==> config.mk <==
export PLATFORM = sky130hd
export DESIGN_NAME = sha256_byte_stream_hasher_core_flat
export DESIGN_NICKNAME = d
export VERILOG_FILES = /design/src/hw/rtl/sbsh_pkg.sv /design/src/hw/rtl/sbsh_req_if.sv /design/src/hw/rtl/sbsh_rsp_if.sv /design/src/hw/rtl/sbsh_ctrl.sv /design/src/hw/rtl/sbsh_datapath.sv /design/src/hw/rtl/sha256_byte_stream_hasher_core.sv /design/src/flat_wrapper.sv
export SDC_FILE = /design/constraint.sdc
export NUM_CORES = 2
export LEC_CHECK = 0
export ABC_AREA = 1
export BUFFER_PORTS_ARGS = -buffer_cell sky130_fd_sc_hd__buf_2
export CORE_AREA = 5 5 397 399
export CTS_CLUSTER_SIZE = 24
export DETAILED_ROUTE_END_ITERATION = 8
export DIE_AREA = 0 0 402 404
export PLACE_DENSITY = 0.74
export SETUP_SLACK_MARGIN = 0.02
export SYNTH_ARGS = -nofsm -noshare
export SYNTH_HDL_FRONTEND = slang
export SYNTH_SLANG_ARGS = --single-unit
==> constraint.sdc <==
create_clock -name clock -period 14.39 [get_ports clock]
set_input_delay 1.439 -clock clock [delete_from_list [all_inputs] [get_ports clock]]
set_output_delay 1.439 -clock clock [all_outputs]
set_load 0.005 [all_outputs]
==> src/hw/rtl/sbsh_pkg.sv <==
// Shared types, constants and tables of the SHA-256 byte stream hasher.
// Used by the controller, the datapath and the top level; depends on nothing.
`default_nettype none

package sbsh_pkg;

   typedef logic [31:0] word_type;

   // Byte position at which the 64-bit length field starts within a block.
   localparam logic [5:0] LEN_OFFSET = 6'd56;
   localparam logic [7:0] PAD_BYTE   = 8'h80;

   // Byte source codes for the block line.
   localparam logic [1:0] BSEL_DATA = 2'd0;
   localparam logic [1:0] BSEL_PAD  = 2'd1;
   localparam logic [1:0] BSEL_ZERO = 2'd2;
   localparam logic [1:0] BSEL_LEN  = 2'd3;

   localparam word_type IV [8] = '{
      32'h6a09e667, 32'hbb67ae85, 32'h3c6ef372, 32'ha54ff53a,
      32'h510e527f, 32'h9b05688c, 32'h1f83d9ab, 32'h5be0cd19};

   localparam word_type K_TABLE [64] = '{
      32'h428a2f98, 32'h71374491, 32'hb5c0fbcf, 32'he9b5dba5,
      32'h3956c25b, 32'h59f111f1, 32'h923f82a4, 32'hab1c5ed5,
      32'hd807aa98, 32'h12835b01, 32'h243185be, 32'h550c7dc3,
      32'h72be5d74, 32'h80deb1fe, 32'h9bdc06a7, 32'hc19bf174,
      32'he49b69c1, 32'hefbe4786, 32'h0fc19dc6, 32'h240ca1cc,
      32'h2de92c6f, 32'h4a7484aa, 32'h5cb0a9dc, 32'h76f988da,
      32'h983e5152, 32'ha831c66d, 32'hb00327c8, 32'hbf597fc7,
      32'hc6e00bf3, 32'hd5a79147, 32'h06ca6351, 32'h14292967,
      32'h27b70a85, 32'h2e1b2138, 32'h4d2c6dfc, 32'h53380d13,
      32'h650a7354, 32'h766a0abb, 32'h81c2c92e, 32'h92722c85,
      32'ha2bfe8a1, 32'ha81a664b, 32'hc24b8b70, 32'hc76c51a3,
      32'hd192e819, 32'hd6990624, 32'hf40e3585, 32'h106aa070,
      32'h19a4c116, 32'h1e376c08, 32'h2748774c, 32'h34b0bcb5,
      32'h391c0cb3, 32'h4ed8aa4a, 32'h5b9cca4f, 32'h682e6ff3,
      32'h748f82ee, 32'h78a5636f, 32'h84c87814, 32'h8cc70208,
      32'h90befffa, 32'ha4506ceb, 32'hbef9a3f7, 32'hc67178f2};

   // Commands from the controller to the datapath.
   typedef struct packed {
      logic       push;         // shift one byte into the block line
      logic [1:0] byte_sel;     // which byte is shifted in
      logic [2:0] len_idx;      // length byte, most significant first
      logic       count_len;    // one more message byte taken
      logic       init_work;    // working variables take the chain value
      logic       do_round;     // run one compression round
      logic [5:0] round_idx;
      logic       fold;         // add working variables into the chain
      logic       digest_load;  // hand the digest to the output, restart the chain
   } ctrl_cmd_type;

   // Status from the datapath to the controller.
   typedef struct packed {
      logic out_busy;           // digest parts still waiting to be taken
   } dp_status_type;

endpackage

`default_nettype wire

==> src/hw/rtl/sbsh_req_if.sv <==
// Input channel of the hasher: one message byte per transfer with a last flag.
// Stands alone; no package needed.
`default_nettype none

interface sbsh_req_if;
   logic       valid;
   logic       ready;
   logic [7:0] data_byte;
   logic       last_byte;

   modport source (output valid, output data_byte, output last_byte, input ready);
   modport sink   (input valid, input data_byte, input last_byte, output ready);
endinterface

`default_nettype wire

==> src/hw/rtl/sbsh_rsp_if.sv <==
// Result channel of the hasher: 64 digest bits per transfer with an end flag.
// Stands alone; no package needed.
`default_nettype none

interface sbsh_rsp_if;
   logic        valid;
   logic        ready;
   logic [63:0] digest_part;
   logic        digest_end;

   modport source (output valid, output digest_part, output digest_end, input ready);
   modport sink   (input valid, input digest_part, input digest_end, output ready);
endinterface

`default_nettype wire

==> src/hw/rtl/sbsh_ctrl.sv <==
// Controller state machine of the hasher: byte intake, padding and round sequencing.
// Depends on sbsh_pkg for the command and status types and byte source codes.
`default_nettype none

module sbsh_ctrl (
   input  wire logic                   clock,
   input  wire logic                   reset,
   input  wire logic                   req_valid,
   input  wire logic                   req_last,
   output logic                        req_ready,
   output sbsh_pkg::ctrl_cmd_type      cmd,
   input  wire sbsh_pkg::dp_status_type status
);

   localparam logic [2:0] S_LOAD  = 3'd0;
   localparam logic [2:0] S_PAD80 = 3'd1;
   localparam logic [2:0] S_ZERO  = 3'd2;
   localparam logic [2:0] S_LEN   = 3'd3;
   localparam logic [2:0] S_ROUND = 3'd4;
   localparam logic [2:0] S_FOLD  = 3'd5;
   localparam logic [2:0] S_DONE  = 3'd6;

   logic [2:0] state_ff, state_in;
   logic [2:0] ret_ff, ret_in;
   logic [5:0] fill_ff, fill_in;
   logic [5:0] round_ff, round_in;
   logic [2:0] lidx_ff, lidx_in;
   logic       full;

   assign full = (fill_ff == 6'd63);

   always_comb begin
      state_in      = state_ff;
      ret_in        = ret_ff;
      fill_in       = fill_ff;
      round_in      = round_ff;
      lidx_in       = lidx_ff;
      req_ready     = 1'b0;
      cmd           = '0;
      cmd.round_idx = round_ff;
      cmd.len_idx   = lidx_ff;
      unique case (state_ff)
         S_LOAD: begin
            req_ready = 1'b1;
            if (req_valid) begin
               cmd.push      = 1'b1;
               cmd.byte_sel  = sbsh_pkg::BSEL_DATA;
               cmd.count_len = 1'b1;
               fill_in       = fill_ff + 6'd1;
               if (full) begin
                  cmd.init_work = 1'b1;
                  ret_in        = req_last ? S_PAD80 : S_LOAD;
                  state_in      = S_ROUND;
               end else if (req_last) begin
                  state_in = S_PAD80;
               end
            end
         end
         S_PAD80: begin
            cmd.push     = 1'b1;
            cmd.byte_sel = sbsh_pkg::BSEL_PAD;
            fill_in      = fill_ff + 6'd1;
            if (full) begin
               cmd.init_work = 1'b1;
               ret_in        = S_ZERO;
               state_in      = S_ROUND;
            end else begin
               state_in = S_ZERO;
            end
         end
         S_ZERO: begin
            if (fill_ff == sbsh_pkg::LEN_OFFSET) begin
               lidx_in  = 3'd0;
               state_in = S_LEN;
            end else begin
               cmd.push     = 1'b1;
               cmd.byte_sel = sbsh_pkg::BSEL_ZERO;
               fill_in      = fill_ff + 6'd1;
               if (full) begin
                  cmd.init_work = 1'b1;
                  ret_in        = S_ZERO;
                  state_in      = S_ROUND;
               end
            end
         end
         S_LEN: begin
            cmd.push     = 1'b1;
            cmd.byte_sel = sbsh_pkg::BSEL_LEN;
            fill_in      = fill_ff + 6'd1;
            lidx_in      = lidx_ff + 3'd1;
            if (lidx_ff == 3'd7) begin
               cmd.init_work = 1'b1;
               ret_in        = S_DONE;
               state_in      = S_ROUND;
            end
         end
         S_ROUND: begin
            cmd.do_round = 1'b1;
            round_in     = round_ff + 6'd1;
            if (round_ff == 6'd63) begin
               state_in = S_FOLD;
            end
         end
         S_FOLD: begin
            cmd.fold = 1'b1;
            state_in = ret_ff;
         end
         S_DONE: begin
            if (!status.out_busy) begin
               cmd.digest_load = 1'b1;
               state_in        = S_LOAD;
            end
         end
         default: begin
            state_in = S_LOAD;
         end
      endcase
   end

   always_ff @(posedge clock) begin
      if (reset) begin
         state_ff <= S_LOAD;
         ret_ff   <= S_LOAD;
         fill_ff  <= 6'd0;
         round_ff <= 6'd0;
         lidx_ff  <= 3'd0;
      end else begin
         state_ff <= state_in;
         ret_ff   <= ret_in;
         fill_ff  <= fill_in;
         round_ff <= round_in;
         lidx_ff  <= lidx_in;
      end
   end

endmodule

`default_nettype wire

==> src/hw/rtl/sbsh_datapath.sv <==
// Datapath of the hasher: block line and message schedule, round logic, chain value,
// length counter and digest output register. Depends on sbsh_pkg.
`default_nettype none

module sbsh_datapath (
   input  wire logic                  clock,
   input  wire logic                  reset,
   input  wire sbsh_pkg::ctrl_cmd_type cmd,
   output sbsh_pkg::dp_status_type    status,
   input  wire logic [7:0]            data_byte,
   output logic                       rsp_valid,
   input  wire logic                  rsp_ready,
   output logic [63:0]                digest_part,
   output logic                       digest_end
);

   function automatic sbsh_pkg::word_type rotr(input sbsh_pkg::word_type x,
                                               input int unsigned n);
      return (x >> n) | (x << (32 - n));
   endfunction

   sbsh_pkg::word_type w_ff [16];
   sbsh_pkg::word_type w_in [16];
   sbsh_pkg::word_type wk_ff [8];
   sbsh_pkg::word_type wk_in [8];
   sbsh_pkg::word_type chain_ff [8];
   sbsh_pkg::word_type chain_in [8];
   logic [63:0]  len_ff, len_in;
   logic [255:0] dig_ff, dig_in;
   logic [2:0]   cnt_ff, cnt_in;

   logic [63:0]        len_bits;
   logic [7:0]         len_byte;
   logic [7:0]         push_byte;
   sbsh_pkg::word_type new_w, sig0, sig1;
   sbsh_pkg::word_type big0, big1, choose, major, tmp1, tmp2;

   // Length byte, most significant first, of the bit count.
   assign len_bits = {len_ff[60:0], 3'b000};
   assign len_byte = len_bits[{3'd7 - cmd.len_idx, 3'b000} +: 8];

   always_comb begin
      unique case (cmd.byte_sel)
         sbsh_pkg::BSEL_DATA: push_byte = data_byte;
         sbsh_pkg::BSEL_PAD:  push_byte = sbsh_pkg::PAD_BYTE;
         sbsh_pkg::BSEL_ZERO: push_byte = 8'h00;
         default:             push_byte = len_byte;
      endcase
   end

   // w_ff[0] always holds the schedule word of the current round.
   assign sig0  = rotr(w_ff[1], 7) ^ rotr(w_ff[1], 18) ^ (w_ff[1] >> 3);
   assign sig1  = rotr(w_ff[14], 17) ^ rotr(w_ff[14], 19) ^ (w_ff[14] >> 10);
   assign new_w = w_ff[0] + sig0 + w_ff[9] + sig1;

   always_comb begin
      for (int i = 0; i < 16; i++) begin
         w_in[i] = w_ff[i];
      end
      if (cmd.push) begin
         for (int i = 0; i < 15; i++) begin
            w_in[i] = {w_ff[i][23:0], w_ff[i+1][31:24]};
         end
         w_in[15] = {w_ff[15][23:0], push_byte};
      end else if (cmd.do_round) begin
         for (int i = 0; i < 15; i++) begin
            w_in[i] = w_ff[i+1];
         end
         w_in[15] = new_w;
      end
   end

   assign big1   = rotr(wk_ff[4], 6) ^ rotr(wk_ff[4], 11) ^ rotr(wk_ff[4], 25);
   assign choose = (wk_ff[4] & wk_ff[5]) ^ (~wk_ff[4] & wk_ff[6]);
   assign tmp1   = wk_ff[7] + big1 + choose + sbsh_pkg::K_TABLE[cmd.round_idx] + w_ff[0];
   assign big0   = rotr(wk_ff[0], 2) ^ rotr(wk_ff[0], 13) ^ rotr(wk_ff[0], 22);
   assign major  = (wk_ff[0] & wk_ff[1]) ^ (wk_ff[0] & wk_ff[2]) ^ (wk_ff[1] & wk_ff[2]);
   assign tmp2   = big0 + major;

   always_comb begin
      for (int i = 0; i < 8; i++) begin
         wk_in[i] = wk_ff[i];
      end
      if (cmd.init_work) begin
         for (int i = 0; i < 8; i++) begin
            wk_in[i] = chain_ff[i];
         end
      end else if (cmd.do_round) begin
         wk_in[0] = tmp1 + tmp2;
         wk_in[1] = wk_ff[0];
         wk_in[2] = wk_ff[1];
         wk_in[3] = wk_ff[2];
         wk_in[4] = wk_ff[3] + tmp1;
         wk_in[5] = wk_ff[4];
         wk_in[6] = wk_ff[5];
         wk_in[7] = wk_ff[6];
      end
   end

   always_comb begin
      for (int i = 0; i < 8; i++) begin
         chain_in[i] = chain_ff[i];
      end
      len_in = len_ff;
      if (cmd.digest_load) begin
         for (int i = 0; i < 8; i++) begin
            chain_in[i] = sbsh_pkg::IV[i];
         end
         len_in = 64'd0;
      end else begin
         if (cmd.fold) begin
            for (int i = 0; i < 8; i++) begin
               chain_in[i] = chain_ff[i] + wk_ff[i];
            end
         end
         if (cmd.count_len) begin
            len_in = len_ff + 64'd1;
         end
      end
   end

   assign rsp_valid       = (cnt_ff != 3'd0);
   assign digest_part     = dig_ff[255:192];
   assign digest_end      = (cnt_ff == 3'd1);
   assign status.out_busy = rsp_valid;

   always_comb begin
      dig_in = dig_ff;
      cnt_in = cnt_ff;
      if (cmd.digest_load) begin
         dig_in = {chain_ff[0], chain_ff[1], chain_ff[2], chain_ff[3],
                   chain_ff[4], chain_ff[5], chain_ff[6], chain_ff[7]};
         cnt_in = 3'd4;
      end else if (rsp_valid && rsp_ready) begin
         dig_in = {dig_ff[191:0], 64'd0};
         cnt_in = cnt_ff - 3'd1;
      end
   end

   always_ff @(posedge clock) begin
      for (int i = 0; i < 16; i++) begin
         w_ff[i] <= w_in[i];
      end
      for (int i = 0; i < 8; i++) begin
         wk_ff[i] <= wk_in[i];
      end
      dig_ff <= dig_in;
   end

   always_ff @(posedge clock) begin
      if (reset) begin
         for (int i = 0; i < 8; i++) begin
            chain_ff[i] <= sbsh_pkg::IV[i];
         end
         len_ff <= 64'd0;
         cnt_ff <= 3'd0;
      end else begin
         for (int i = 0; i < 8; i++) begin
            chain_ff[i] <= chain_in[i];
         end
         len_ff <= len_in;
         cnt_ff <= cnt_in;
      end
   end

endmodule

`default_nettype wire

==> src/hw/rtl/sha256_byte_stream_hasher_core.sv <==
// SHA-256 byte stream hasher, top level. Takes message bytes one per transfer and
// returns the 256-bit digest as four 64-bit transfers, first digest bytes first.
// Timing: each filled 64-byte block holds off input while its 64 rounds run on a
// single round unit and the working variables are then folded into the chain.
// After the byte marked last, the padding bytes are pushed one per cycle up to
// the end of the final block, held only while a block that fills on the way is
// compressed (plus a turn state before the length field), which adds one or two
// compressions, and the done state then hands the digest to the output register.
// The output register holds all four digest parts, so the next message is taken
// in while they wait to be transferred; only the next digest hand-off waits for
// the register to empty. Depends on sbsh_pkg, sbsh_req_if, sbsh_rsp_if,
// sbsh_ctrl and sbsh_datapath.
`default_nettype none

module sha256_byte_stream_hasher_core (
   input  wire logic  clock,
   input  wire logic  reset,
   sbsh_req_if.sink   req_chan,
   sbsh_rsp_if.source rsp_chan
);

   sbsh_pkg::ctrl_cmd_type  cmd;
   sbsh_pkg::dp_status_type status;

   // The controller owns the byte count within the block, the padding phases and
   // the round counter. It decides every cycle which byte enters the block line.
   sbsh_ctrl u_ctrl (
      .clock     (clock),
      .reset     (reset),
      .req_valid (req_chan.valid),
      .req_last  (req_chan.last_byte),
      .req_ready (req_chan.ready),
      .cmd       (cmd),
      .status    (status)
   );

   // The datapath holds the block line, which doubles as the rolling message
   // schedule, the working variables, the chain value, the byte count and the
   // digest output register that drives the result channel.
   sbsh_datapath u_datapath (
      .clock       (clock),
      .reset       (reset),
      .cmd         (cmd),
      .status      (status),
      .data_byte   (req_chan.data_byte),
      .rsp_valid   (rsp_chan.valid),
      .rsp_ready   (rsp_chan.ready),
      .digest_part (rsp_chan.digest_part),
      .digest_end  (rsp_chan.digest_end)
   );

endmodule

`default_nettype wire

==> src/flat_wrapper.sv <==
// flat-port wrapper written by rule: the top's interface ports become plain ports
module sha256_byte_stream_hasher_core_flat 
  (clock, reset, req_chan_valid, req_chan_data_byte, req_chan_last_byte, req_chan_ready, rsp_chan_valid, rsp_chan_digest_part, rsp_chan_digest_end, rsp_chan_ready);
  sbsh_req_if req_chan_i ();
  sbsh_rsp_if rsp_chan_i ();
  input  wire logic clock;
  input  wire logic reset;
  input wire logic [$bits(req_chan_i.valid)-1:0] req_chan_valid;
  input wire logic [$bits(req_chan_i.data_byte)-1:0] req_chan_data_byte;
  input wire logic [$bits(req_chan_i.last_byte)-1:0] req_chan_last_byte;
  output wire logic [$bits(req_chan_i.ready)-1:0] req_chan_ready;
  output wire logic [$bits(rsp_chan_i.valid)-1:0] rsp_chan_valid;
  output wire logic [$bits(rsp_chan_i.digest_part)-1:0] rsp_chan_digest_part;
  output wire logic [$bits(rsp_chan_i.digest_end)-1:0] rsp_chan_digest_end;
  input wire logic [$bits(rsp_chan_i.ready)-1:0] rsp_chan_ready;
  assign req_chan_i.valid = req_chan_valid;
  assign req_chan_i.data_byte = req_chan_data_byte;
  assign req_chan_i.last_byte = req_chan_last_byte;
  assign req_chan_ready = req_chan_i.ready;
  assign rsp_chan_valid = rsp_chan_i.valid;
  assign rsp_chan_digest_part = rsp_chan_i.digest_part;
  assign rsp_chan_digest_end = rsp_chan_i.digest_end;
  assign rsp_chan_i.ready = rsp_chan_ready;
  sha256_byte_stream_hasher_core u_core (.clock(clock), .reset(reset), .req_chan(req_chan_i), .rsp_chan(rsp_chan_i));
endmodule
==> results_dict.tcl <==
set metrics [dict create \
    numCtsBuffers 149 \
    clk_latency_ns 0.84 \
    root_buffer "clkbuf_16" \
    antenna_found_initial 26 \
    setup.worst_path.end_class "flip-flop" \
    outcome "finished, violations left" \
    crit_start "u_core.u_ctrl.round_ff[1]$_SDFFE_PP0P_" \
    finalWirelength_um 362000 \
    syn_nets 12000 \
    cts_buffer_depth 3 \
    htree_num_levels 4 \
    yosysWarnings 0 \
    crit_family "adder cells" \
    worst-path-buf-inv 8 \
    gp_congestion 1.12 \
    overflow 0 \
    fillers 13100 \
    cp_max_fo 14 \
    drive_gt1_share_pct 4.08 \
    drt_iter0_drc 11200 \
    grt_pass1_wl_um 520000 \
    port_buffers 79 \
    cts_resized 0 \
    yosys_most_used_dff "edfxtp_1" \
    cts_tree "built" \
    reg2reg_depth 39 \
    grt_pass1_vias 79600 \
    slew_headroom_pct 5.79 \
    start_util_pct 58.7 \
    viasPerCell 6.24 \
    ys_async_sr_fraction_pct 0 \
    grt_start_max_net_pins 225 \
    nets 11800 \
    area_growth_pct 7.50 \
    start_kind "flip-flop" \
    drc 1 \
    whs_ns 0.485 \
    dp.final_hpwl_um 274000 \
    place_ws_ns 5.34 \
    synthTopCellsByArea "edfxtp_1 34%, nand2_1 12%, dfxtp_1 7.6%, inv_1 6.5%, o21ai_0 5.8%" \
    fmax_mhz 107 \
    synth_edf_count 1024 \
    arrival_ns 9.92 \
    die_area_mm2 0.162 \
    rsz0062_at_grt "false" \
    drt_first_pass_iters 9 \
    post-route-period-util_pct 65.1 \
    ios 80 \
    timing_hold_violations_final 0 \
    yosysTopAreaCellShare_pct 34.1 \
    finalSetupTns_ns 0 \
    crit_path_end "u_core.u_datapath.wk_ff[0][31]$_DFFE_PP_" \
    path_clk_slew_ns 0.07 \
    cp_data_required_time_ns 14.95 \
    violations "DRC" \
    netlist_instances 11400 \
    r2r_setup_slack_ns 5.03 \
    critical_path_class "reg -> reg" \
    ant_nets 0 \
    utilization_pct 63.1 \
    cp_slowest_stage_delay_ns 0.73 \
    netlist_area_mm2 0.0902 \
    tightest_slew_ns 1.40 \
    groute.usage.overall_pct 43.2 \
    vias 83700 \
    ys_seq_elements 1365 \
    critical_path.slowest_cell "dfxtp_1" \
    coreArea_mm2 0.154 \
    setup_slack_ns 5.03 \
    period_minus_slack_ns 9.36 \
    synth.avg_cell_area_um2 7.90 \
    worst-path-stages 39 \
    fp-row-count 144 \
    wl_per_cell_um 27.0 \
    yosysTopAreaCell "edfxtp_1" \
    synth.distinct_cells 59 \
    drv_slew 0 \
    postCtsHoldBufs 0 \
    path_common_cell "nand2_1" \
    worstReg2RegStart "u_core.u_ctrl.round_ff[1]$_SDFFE_PP0P_" \
    ys_seq_area_share_pct 41.7 \
    die_y_um 404 \
    drv_cap 0 \
    setup_violations 0 \
    rr_endpoint "u_core.u_datapath.wk_ff[0][31]$_DFFE_PP_" \
    die_x_um 402 \
    hold_path.class "reg -> reg" \
    clock_sinks 1365 \
    cts_setup_buffers 0 \
    fin_skew_ns 0.0607 \
]
## how the worst min path moves through the flow
stage	end	from	slack, ns	cells past startpoint
6_report	u_core.u_datapath.dig_ff[140]$_DFFE_PP_	u_core.u_datapath.dig_ff[76]$_DFFE_PP_	0.49	2
2_1_floorplan	u_core.u_ctrl.fill_ff[4]$_SDFFE_PP0P_	u_core.u_ctrl.fill_ff[4]$_SDFFE_PP0P_	0.44	1
5_1_grt	u_core.u_datapath.dig_ff[140]$_DFFE_PP_	u_core.u_datapath.dig_ff[76]$_DFFE_PP_	0.50	2
3_5_place_dp	u_core.u_ctrl.fill_ff[4]$_SDFFE_PP0P_	u_core.u_ctrl.fill_ff[4]$_SDFFE_PP0P_	0.47	1
3_3_place_gp	u_core.u_ctrl.ret_ff[0]$_SDFFE_PP0P_	u_core.u_ctrl.ret_ff[0]$_SDFFE_PP0P_	0.46	2
4_1_cts	u_core.u_datapath.dig_ff[140]$_DFFE_PP_	u_core.u_datapath.dig_ff[76]$_DFFE_PP_	0.49	2
## layout make-up
cell class | count | area (um^2) | share of cell area (%)
Antenna cell | 19 | 47.5 | 0.0491
Clock buffer | 180 | 3930 | 4.05
Clock inverter | 99 | 1440 | 1.49
Inverter | 1582 | 5970 | 6.16
Multi-Input combinational cell | 7978 | 44400 | 45.8
Sequential cell | 1365 | 37600 | 38.8
Tap cell | 2044 | 2560 | 2.64
Timing Repair Buffer | 153 | 1010 | 1.05
## state kept, by name (all words and copies together) (netlist names)
name / cells
u_core.u_ctrl.ret_ff: 3
u_core.u_datapath.w_ff: 512
u_core.u_ctrl.fill_ff: 6
u_core.u_datapath.len_ff: 61
u_core.u_datapath.chain_ff: 256
u_core.u_datapath.cnt_ff: 3
u_core.u_ctrl.lidx_ff: 3
u_core.u_ctrl.state_ff: 3
u_core.u_datapath.dig_ff: 256
u_core.u_ctrl.round_ff: 6
u_core.u_datapath.wk_ff: 256
## worst min-delay path, delay by kind of cell, from the launching register on
| kind | cells | cell delay, ns |
|---|---|---|
| flops | 1 | 0.32 |
| simple gates | 2 | 0.10 |
## metal layers
| layer | GRT usage (%) | vias to the layer above | routed length, um |
|---|---|---|---|
| li1 | - | 37400 | - |
| met1 | 50.0 | 39100 | 125000 |
| met2 | 67.5 | 5527 | 159000 |
| met3 | 10.1 | 1590 | 37500 |
| met4 | 37.9 | 16 | 41100 |
| met5 | 0 | - | 116 |
## placed cells by master, fill, tap and decap left out, types with 14 or more instances in the layout
cell and instances:
nand2_1 2774, inv_1 1569, o21ai_0 1039, edfxtp_1 1024
a21oi_1 832, nor2_1 754, nand3_1 514, ha_1 398
dfxtp_1 341, o21ai_1 327, xor2_1 257, fa_1 195
xnor2_1 167, clkbuf_16 150, nand4_1 129, nor3_1 112
o211ai_1 91, buf_2 79, buf_4 69, a21o_1 54
o21bai_1 54, a21boi_0 36, o21a_1 35, a31oi_1 34
or2_2 28, nand3b_1 25, clkbuf_1 24, clkinv_2 23
bufinv_16 21, diode_2 19, nor4_1 19, clkinv_1 17
clkinvlp_4 14
## cells by family after synthesis
family,share of synthesized area (%)
buf+inv,9.16
fa+ha+maj,9.87
simple gates,20.0
compound gates,15.2
flops,41.7
xor+xnor,4.12
## per-stage QoR
stage               std cells  instance area [um^2]
floorplan               11400                 90200
global placement        13100                 91500
CTS                     13400                 96900
detailed placement      13100                 91500
finish                  13400                 96900
global route            13400                 96900
## Yosys cell counts, drive strengths merged (29+ instances only)
library cell  count
ha              398
a21boi           36
a31oi            34
a21oi           832
nor3            119
clkbuf          281
nand2          2783
o21ai          1366
nand3           515
nor2            765
dfxtp           341
edfxtp         1024
o21a             35
or2              29
xnor2           167
a21o             54
o21bai           54
buf             214
xor2            257
nand4           130
inv            1579
o211ai           91
fa              195
Power is not shown: default switching activity piles up to over one toggle a cycle in this logic, so the estimate is an artifact.
